<file path="src/hw/rtl/wed_pkg.sv">
package wed_pkg;

  localparam int unsigned MaxDims  = 8;
  localparam int unsigned DimCntW  = $clog2(MaxDims + 1);
  localparam int unsigned DimSlots = 8;
  localparam int unsigned DimIdxW  = $clog2(DimSlots);

  localparam int unsigned CoordW = 32;
  localparam int unsigned DiffW  = CoordW + 1;
  localparam int unsigned SpanW  = 32;
  localparam int unsigned SumW   = 2 * CoordW;
  localparam int unsigned RootW  = SumW / 2;
  localparam int unsigned RemW   = RootW + 2;
  localparam int unsigned SqrtStepW = $clog2(RootW);

  localparam int unsigned QDepth = 4;
  localparam int unsigned QPtrW  = $clog2(QDepth);
  localparam int unsigned QCntW  = $clog2(QDepth + 1);

  localparam int unsigned CfgIdxW  = 3;
  localparam int unsigned CfgDataW = 64;

  typedef enum logic [CfgIdxW-1:0] {
    REG_WRAP_MASK = 3'd0,
    REG_SPAN_01   = 3'd1,
    REG_SPAN_23   = 3'd2,
    REG_SPAN_45   = 3'd3,
    REG_SPAN_67   = 3'd4
  } cfg_reg_e;

  // One classified dimension on its way to the back end
  typedef struct packed {
    logic [DiffW-1:0] diff;
    logic [SpanW-1:0] diam;
    logic             fold_en;
    logic             use_dim;
    logic             last;
  } wed_entry_t;

  typedef enum logic [2:0] {
    S_IDLE,
    S_FOLD,
    S_MUL,
    S_ACC,
    S_SQRT,
    S_DONE
  } back_state_e;

endpackage

</file>
<file path="src/hw/rtl/wrapped_euclidean_distance.sv">
// A dimension item enters the queue when it is accepted and leaves it once the back end
// is idle; it then goes through the load, fold, square and add steps. The last item of
// a vector adds 32 square-root steps and an output load, which presents its distance.
// The shared square/add datapath takes no new item until done with the last one; the
// 4-entry queue lets input transactions run ahead. Reset clears the sum, flags, counter,
// configuration and queue at once.
module wrapped_euclidean_distance (
  input  logic                         clk_i,
  input  logic                         rst_ni,
  input  logic                         cfg_valid_i,
  output logic                         cfg_ready_o,
  input  logic [wed_pkg::CfgIdxW-1:0]  cfg_index_i,
  input  logic [wed_pkg::CfgDataW-1:0] cfg_data_i,
  input  logic                         s_axis_tvalid,
  output logic                         s_axis_tready,
  input  logic [63:0]                  s_axis_tdata,  // coord_a, coord_b
  input  logic                         s_axis_tlast,  // last_dim
  output logic                         m_axis_tvalid,
  input  logic                         m_axis_tready,
  output logic [31:0]                  m_axis_tdata,  // dist_value
  output logic [1:0]                   m_axis_tuser   // saturated, dim_overflow
);
  import wed_pkg::*;

  wed_entry_t push_entry, head_entry;
  logic       push, q_full, q_valid, pop;
  logic       sat, ovf;

  wed_front u_front (
    .clk_i       (clk_i),
    .rst_ni      (rst_ni),
    .cfg_valid_i (cfg_valid_i),
    .cfg_ready_o (cfg_ready_o),
    .cfg_index_i (cfg_index_i),
    .cfg_data_i  (cfg_data_i),
    .in_valid_i  (s_axis_tvalid),
    .in_ready_o  (s_axis_tready),
    .coord_a_i   (s_axis_tdata[CoordW-1:0]),
    .coord_b_i   (s_axis_tdata[2*CoordW-1:CoordW]),
    .last_dim_i  (s_axis_tlast),
    .push_o      (push),
    .entry_o     (push_entry),
    .q_full_i    (q_full)
  );

  wed_fifo u_fifo (
    .clk_i   (clk_i),
    .rst_ni  (rst_ni),
    .push_i  (push),
    .entry_i (push_entry),
    .full_o  (q_full),
    .pop_i   (pop),
    .valid_o (q_valid),
    .entry_o (head_entry)
  );

  wed_back u_back (
    .clk_i          (clk_i),
    .rst_ni         (rst_ni),
    .q_valid_i      (q_valid),
    .entry_i        (head_entry),
    .pop_o          (pop),
    .out_valid_o    (m_axis_tvalid),
    .out_ready_i    (m_axis_tready),
    .dist_value_o   (m_axis_tdata),
    .saturated_o    (sat),
    .dim_overflow_o (ovf)
  );

  assign m_axis_tuser = {ovf, sat};

`ifndef SYNTH
  a_no_push_when_full: assert property (@(posedge clk_i) disable iff (!rst_ni)
    push |-> !q_full)
    else $error("queue written while full");

  a_pop_needs_entry: assert property (@(posedge clk_i) disable iff (!rst_ni)
    pop |-> q_valid)
    else $error("queue read while empty");

  a_full_after_push: assert property (@(posedge clk_i) disable iff (!rst_ni)
    (q_full && !pop) |=> q_full)
    else $error("queue lost an entry without a read");
`endif

endmodule

</file>
<file path="src/hw/rtl/wed_front.sv">
module wed_front (
  input  logic                         clk_i,
  input  logic                         rst_ni,
  input  logic                         cfg_valid_i,
  output logic                         cfg_ready_o,
  input  logic [wed_pkg::CfgIdxW-1:0]  cfg_index_i,
  input  logic [wed_pkg::CfgDataW-1:0] cfg_data_i,
  input  logic                         in_valid_i,
  output logic                         in_ready_o,
  input  logic [wed_pkg::CoordW-1:0]   coord_a_i,
  input  logic [wed_pkg::CoordW-1:0]   coord_b_i,
  input  logic                         last_dim_i,
  output logic                         push_o,
  output wed_pkg::wed_entry_t          entry_o,
  input  logic                         q_full_i
);
  import wed_pkg::*;

  logic [DimSlots-1:0] wrap_mask_q;
  logic [CfgDataW-1:0] span_q [DimSlots/2];
  logic [DimCntW-1:0]  dim_q, dim_d;
  logic [DimIdxW-1:0]  idx;
  logic                over;
  logic [CfgDataW-1:0] span_pair;
  logic                accept;

  assign cfg_ready_o = 1'b1;
  assign in_ready_o  = !q_full_i;
  assign accept      = in_valid_i && in_ready_o;
  assign push_o      = accept;

  assign over      = (dim_q == DimCntW'(MaxDims));
  assign idx       = dim_q[DimIdxW-1:0];
  assign span_pair = span_q[idx[DimIdxW-1:1]];

  always_comb begin
    entry_o.diff    = {coord_a_i[CoordW-1], coord_a_i} - {coord_b_i[CoordW-1], coord_b_i};
    entry_o.diam    = idx[0] ? span_pair[CfgDataW-1:SpanW] : span_pair[SpanW-1:0];
    entry_o.fold_en = wrap_mask_q[idx];
    entry_o.use_dim = !over;
    entry_o.last    = last_dim_i;
  end

  always_comb begin
    dim_d = dim_q;
    if (accept) begin
      if (last_dim_i) begin
        dim_d = '0;
      end else if (!over) begin
        dim_d = dim_q + DimCntW'(1);
      end
    end
  end

  always_ff @(posedge clk_i or negedge rst_ni) begin
    if (!rst_ni) begin
      dim_q <= '0;
    end else begin
      dim_q <= dim_d;
    end
  end

  always_ff @(posedge clk_i or negedge rst_ni) begin
    if (!rst_ni) begin
      wrap_mask_q <= '0;
      for (int i = 0; i < DimSlots / 2; i++) begin
        span_q[i] <= '0;
      end
    end else if (cfg_valid_i && cfg_ready_o) begin
      case (cfg_index_i)
        REG_WRAP_MASK: wrap_mask_q <= cfg_data_i[DimSlots-1:0];
        REG_SPAN_01:   span_q[0] <= cfg_data_i;
        REG_SPAN_23:   span_q[1] <= cfg_data_i;
        REG_SPAN_45:   span_q[2] <= cfg_data_i;
        REG_SPAN_67:   span_q[3] <= cfg_data_i;
        default: ;
      endcase
    end
  end

endmodule

</file>
<file path="src/hw/rtl/wed_fifo.sv">
module wed_fifo (
  input  logic                clk_i,
  input  logic                rst_ni,
  input  logic                push_i,
  input  wed_pkg::wed_entry_t entry_i,
  output logic                full_o,
  input  logic                pop_i,
  output logic                valid_o,
  output wed_pkg::wed_entry_t entry_o
);
  import wed_pkg::*;

  wed_entry_t       mem_q [QDepth];
  logic [QPtrW-1:0] wr_q, rd_q;
  logic [QCntW-1:0] cnt_q;
  logic             do_push, do_pop;

  assign full_o  = (cnt_q == QCntW'(QDepth));
  assign valid_o = (cnt_q != '0);
  assign entry_o = mem_q[rd_q];
  assign do_push = push_i && !full_o;
  assign do_pop  = pop_i && valid_o;

  always_ff @(posedge clk_i) begin
    if (do_push) begin
      mem_q[wr_q] <= entry_i;
    end
  end

  always_ff @(posedge clk_i or negedge rst_ni) begin
    if (!rst_ni) begin
      wr_q  <= '0;
      rd_q  <= '0;
      cnt_q <= '0;
    end else begin
      if (do_push) wr_q <= wr_q + QPtrW'(1);
      if (do_pop)  rd_q <= rd_q + QPtrW'(1);
      case ({do_push, do_pop})
        2'b10:   cnt_q <= cnt_q + QCntW'(1);
        2'b01:   cnt_q <= cnt_q - QCntW'(1);
        default: cnt_q <= cnt_q;
      endcase
    end
  end

endmodule

</file>
<file path="src/hw/rtl/wed_back.sv">
module wed_back (
  input  logic                      clk_i,
  input  logic                      rst_ni,
  input  logic                      q_valid_i,
  input  wed_pkg::wed_entry_t       entry_i,
  output logic                      pop_o,
  output logic                      out_valid_o,
  input  logic                      out_ready_i,
  output logic [wed_pkg::RootW-1:0] dist_value_o,
  output logic                      saturated_o,
  output logic                      dim_overflow_o
);
  import wed_pkg::*;

  back_state_e state_q, state_d;

  logic [CoordW-1:0] mag_q, abs_mag, fold_mag;
  logic [SpanW-1:0]  diam_q;
  logic              fold_q, use_q, last_q;
  logic [SumW-1:0]   prod_q;
  logic [SumW-1:0]   sum_q, sum_nxt;
  logic              sat_q, sat_nxt, over_q;
  logic [SumW:0]     sum_ext;
  logic              do_fold;

  logic [SumW-1:0]      rad_q;
  logic [RemW-1:0]      rem_q;
  logic [RootW-1:0]     root_q;
  logic [SqrtStepW-1:0] step_q;
  logic [RemW+1:0]      rem_t, trial;
  logic                 ge;

  logic out_valid_q;
  logic out_load, load_op;

  // Magnitude of a 33-bit difference of two 32-bit values always fits 32 bits
  assign abs_mag = entry_i.diff[DiffW-1] ? CoordW'(-entry_i.diff) : entry_i.diff[CoordW-1:0];

  assign do_fold  = fold_q && ({1'b0, mag_q, 1'b0} > {2'b00, diam_q});
  assign fold_mag = (diam_q >= mag_q) ? (diam_q - mag_q) : (mag_q - diam_q);

  assign sum_ext = {1'b0, sum_q} + {1'b0, prod_q};
  always_comb begin
    sum_nxt = sum_q;
    sat_nxt = sat_q;
    if (use_q) begin
      if (sum_ext[SumW]) begin
        sum_nxt = '1;
        sat_nxt = 1'b1;
      end else begin
        sum_nxt = sum_ext[SumW-1:0];
        if (&sum_ext[SumW-1:0]) sat_nxt = 1'b1;
      end
    end
  end

  // Restoring square root, one result bit per step
  assign rem_t = {rem_q, rad_q[SumW-1:SumW-2]};
  assign trial = {2'b00, root_q, 2'b01};
  assign ge    = (rem_t >= trial);

  always_comb begin
    state_d = state_q;
    case (state_q)
      S_IDLE: if (q_valid_i) state_d = S_FOLD;
      S_FOLD: state_d = S_MUL;
      S_MUL:  state_d = S_ACC;
      S_ACC:  state_d = last_q ? S_SQRT : S_IDLE;
      S_SQRT: if (step_q == '1) state_d = S_DONE;
      S_DONE: if (!out_valid_q || out_ready_i) state_d = S_IDLE;
      default: state_d = S_IDLE;
    endcase
  end

  always_comb begin
    load_op  = 1'b0;
    out_load = 1'b0;
    case (state_q)
      S_IDLE:  load_op  = q_valid_i;
      S_DONE:  out_load = !out_valid_q || out_ready_i;
      default: ;
    endcase
  end

  assign pop_o = load_op;

  always_ff @(posedge clk_i or negedge rst_ni) begin
    if (!rst_ni) begin
      state_q     <= S_IDLE;
      sum_q       <= '0;
      sat_q       <= 1'b0;
      over_q      <= 1'b0;
      out_valid_q <= 1'b0;
    end else begin
      state_q <= state_d;
      if (state_q == S_ACC) begin
        sum_q <= sum_nxt;
        sat_q <= sat_nxt;
        if (!use_q) over_q <= 1'b1;
      end
      if (out_load) begin
        sum_q  <= '0;
        sat_q  <= 1'b0;
        over_q <= 1'b0;
      end
      if (out_load) begin
        out_valid_q <= 1'b1;
      end else if (out_ready_i) begin
        out_valid_q <= 1'b0;
      end
    end
  end

  always_ff @(posedge clk_i) begin
    if (load_op) begin
      mag_q  <= abs_mag;
      diam_q <= entry_i.diam;
      fold_q <= entry_i.fold_en;
      use_q  <= entry_i.use_dim;
      last_q <= entry_i.last;
    end
    if (state_q == S_FOLD && do_fold) mag_q <= fold_mag;
    if (state_q == S_MUL) prod_q <= mag_q * mag_q;
    if (state_q == S_ACC) begin
      rad_q  <= sum_nxt;
      rem_q  <= '0;
      root_q <= '0;
      step_q <= '0;
    end
    if (state_q == S_SQRT) begin
      rad_q  <= {rad_q[SumW-3:0], 2'b00};
      rem_q  <= ge ? RemW'(rem_t - trial) : RemW'(rem_t);
      root_q <= {root_q[RootW-2:0], ge};
      step_q <= step_q + SqrtStepW'(1);
    end
    if (out_load) begin
      dist_value_o   <= root_q;
      saturated_o    <= sat_q;
      dim_overflow_o <= over_q;
    end
  end

  assign out_valid_o = out_valid_q;

endmodule
</file>
<file path="config.mk">
export PLATFORM = sky130hd
export DESIGN_NAME = wrapped_euclidean_distance
export DESIGN_NICKNAME = d
export VERILOG_FILES = /design/src/hw/rtl/wed_pkg.sv /design/src/hw/rtl/wrapped_euclidean_distance.sv /design/src/hw/rtl/wed_front.sv /design/src/hw/rtl/wed_fifo.sv /design/src/hw/rtl/wed_back.sv
export SDC_FILE = /design/constraint.sdc
export NUM_CORES = 2
export LEC_CHECK = 0
export BUFFER_PORTS_ARGS = -buffer_cell sky130_fd_sc_hd__buf_4
export CORE_MARGIN = 5
export CORE_UTILIZATION = 62
export DETAILED_ROUTE_END_ITERATION = 10
export PLACE_DENSITY = 0.76
export SYNTH_ARGS = -nofsm -noshare
export SYNTH_HDL_FRONTEND = slang
export SYNTH_SLANG_ARGS = --single-unit
</file>
<file path="constraint.sdc">
create_clock -name clk_i -period 14.3 [get_ports clk_i]
set_clock_uncertainty 0.2 [all_clocks]
set_input_delay 0 -clock clk_i [delete_from_list [all_inputs] [get_ports clk_i]]
set_output_delay 0 -clock clk_i [all_outputs]
set_load 0.03 [all_outputs]
</file>
==> results.md <==
* FF+latch area at approximately 26000 sq um
* CP required at roughly 15 ns
* Syn_nets at around 8700
* Pins Over Slew Limit at 0
* Final HPWL DP at 149000 um
* Post-synthesis cell area at a little under 80000 sq um
* Minimum clock period after layout at ~9.5 ns
* Clk root buf: clkbuf_16
* Yosys cell types at 86
* Final hold vios at 0
* Max_slew headroom at 25.5%
* Synth top cells by count: 1175 x inv_1, 796 x fa_1, 633 x nand2_1
* Largest net degree at the start of global routing at 171
* Cells after Synth at around 7300
* Vias in the first global route at approximately 59000
* Layout cells sized above 1 at 11.6%
* Number of buffers added on ports at 172
* Post-synth top flop: edfxtp_1
* Clock Sinks at 916
* CTS tree: done
* Post-CTS setup buffer count at 0
* Ports at 174
* Synth area leader: edfxtp_1
* RSZ-0062 raised after global routing: false
* Clk slew on worst S/H paths at around 0.060 ns
* Clock buffer depth at 3
* Overflow after GRT at 0
* Crit path max fanout at 22
* Worst Tran Pin Value at 1.12 ns
* Initial Utilization at between 60% and 70%
* Die ar. at between 100000 and 150000 sq um
* Synth warn at 0
* Setup TNS Final at 0 ns
* Critical Path Start Type: flop
* Synth top area cells: edfxtp_1 22%, fa_1 21%, dfrtp_1 11%, ha_1 8.6%, inv_1 5.7%
* Layout area overhead at 11.2%
* Number of flops mapped to enable cells by yosys at 569
* Post-synth top area share at about 22%
* Row count at between 100 and 150
* First-pass iteration count of the detailed router at 6
* Die Ht at 363 um
* Final period utilization at roughly 66%
* Vias at 56300
* Core Region at roughly 120000 sq um
* Min-Delay Path Depth at 5
* Synth Area per Inst at 10.7 sq um
* First-pass GRT wire length at ~330000 um
* Cell with the most instances after synthesis: inv_1
* WL/cell at approximately 23 um
* Endpoints failing setup at 0
* Yosys reg bits at approximately 900
* Gr usage total at 32.5%
* Max-cap violations at 0
* Fill count at ~8700
* Worst Hold Class: primary input to flop
* DR iter-0 viols at a little over 5000
* CTS Buf Count at 94
* CP Capture Type: flop
* Via density at approximately 6
* Htree depth at 3
* Status: finished, final reports clean
* R2R cell count at 27
* Final nets at 9007
* Critical path class: flop to flop
* Clk_lat worst skew at 0.75 ns
* CP Data Arrival Time at just under 10 ns
* Post-route DRC at 0
* DRT Wirelength at 215000 um
* Final GP Congestion at between 0.9 and 1
* Sequential area share after synthesis at between 30% and 40%
* ANT nets after route at 0
* Asr flop ratio synth at around 38%
* Fmax at roughly 110 MHz
* Antenna violations before repair at 5
* Die W at roughly 360 um
* Area of the multi-input gates at approximately 46000 sq um
## worst max-delay path: stages, from the launching register on
cell and delay (ns):
edfxtp_1 0.35, buf_4 0.23, inv_1 0.84, nor2_1 0.25
fa_1 0.57, inv_1 0.05, fa_1 0.50, inv_1 0.05
fa_1 0.49, inv_1 0.06, fa_1 0.52, inv_1 0.05
fa_1 0.48, fa_1 0.45, fa_1 0.53, fa_1 0.41
ha_1 0.40, a21o_1 0.22, a21o_1 0.16, a21oi_1 0.20
nor3b_1 0.23, o211a_1 0.22, o31ai_1 0.10, a21o_1 0.26
a221o_1 0.43, a221oi_1 0.50, o21ai_0 0.21, xor2_1 0.17
## cell families (layout without fill, tap and decap cells)
kind of cell               Yosys count  in the layout  share of synthesized area [%]
and+or+nand+nor                   1588           1588                           8.93
DFF                                916            916                           33.3
other                                1              9                        0.00485
adders and majority gates         1327           1327                           29.2
AOI/OAI and AO/OA                 1163           1163                           9.34
buffers and inverters             1504           1873                           7.36
muxes                              479            479                           8.77
xor gates and xnor gates           276            276                           3.12
## area by class of cell
type                            instances  area share, %
Timing Repair Buffer                  516           5.26
Multi-Input combinational cell       4834           53.5
Tap cell                             1637           2.38
Inverter                             1181           5.15
Clock inverter                         47          0.699
Sequential cell                       916           29.9
Antenna cell                            8         0.0233
Clock buffer                          129           3.07
## layout by cell type (no fill, tap or decap), types with 132 or more instances in the layout
master,instances
inv_1,1173
fa_1,796
nand2_1,631
edfxtp_1,569
nor2_1,547
ha_1,531
dfrtp_1,341
o21ai_0,320
a21oi_1,319
mux2_2,273
buf_4,266
dlygate4sd3_1,247
xnor2_1,161
a21o_1,146
mux4_2,132
## metal layers
| layer | global-route usage, % | routed length (um) | share of wire [%] | vias to the layer above |
|---|---|---|---|---|
| li1 | - | - | - | 24900 |
| met1 | 42.0 | 82500 | 38 | 28000 |
| met2 | 53.0 | 101000 | 47 | 2710 |
| met3 | 5.96 | 17500 | 8.1 | 706 |
| met4 | 17.3 | 14000 | 6.5 | 2 |
| met5 | 0 | 8 | 0.0037 | - |
## what timing repair did
action	4_1_cts	5_1_grt
hold buffers	248	0
hold endpoints to repair	756	0
gates resized for setup	0	0
## path summary, 6_finish.rpt
kind | startpoint | slack (ns) | end
max in group asynchronous | rst_ni | 11.76 | u_back.sum_q[1]$_DFFE_PN0P_
worst max register to register | u_back.mag_q[20]$_DFFE_PP_ | 4.81 | u_back.prod_q[47]$_DFFE_PP_
min in group asynchronous | rst_ni | 0.30 | u_front.span_q[242]$_DFFE_PN0P_
worst min register to register | u_back.root_q[24]$_SDFFCE_PN0P_ | 0.22 | u_back.dist_value_o[24]$_DFFE_PP_
worst min-delay path | s_axis_tlast | 0.04 | u_front.dim_q[2]$_DFFE_PN0P_
worst max-delay path | u_back.mag_q[20]$_DFFE_PP_ | 4.81 | u_back.prod_q[47]$_DFFE_PP_
## stage by stage
step / cells / cell area (sq um) / setup WS [ns] / utilization (%) / hold WS [ns]
after CTS: 9260 / 86100 / 4.86 / 69.5 / 0.00810
after floorplan: 7254 / 77400 / 5.84 / - / -0.496
after detailed placement: 8836 / 80300 / 4.89 / 64.9 / -0.0646
after global placement: 8836 / 80300 / 5.08 / 64.9 / -0.0779
after global routing: 9267 / 86100 / 4.25 / 69.5 / 0.0553
final: 9268 / 86100 / 4.81 / 69.5 / 0.0413
## registers in the layout, indices dropped and copies added, names as in the netlist, 2 cells and up
name / count
u_fifo.mem_q: 272
u_front.span_q: 256
u_back.rad_q: 64
u_back.sum_q: 64
u_back.prod_q: 63
u_back.rem_q: 34
u_back.diam_q: 32
u_back.dist_value_o: 32
u_back.mag_q: 32
u_back.root_q: 32
u_front.wrap_mask_q: 8
u_back.step_q: 5
u_front.dim_q: 4
u_back.state_q: 3
u_fifo.cnt_q: 3
u_fifo.rd_q: 2
u_fifo.wr_q: 2
Power is not shown: default switching activity piles up to over one toggle a cycle in this logic, so the estimate is an artifact.
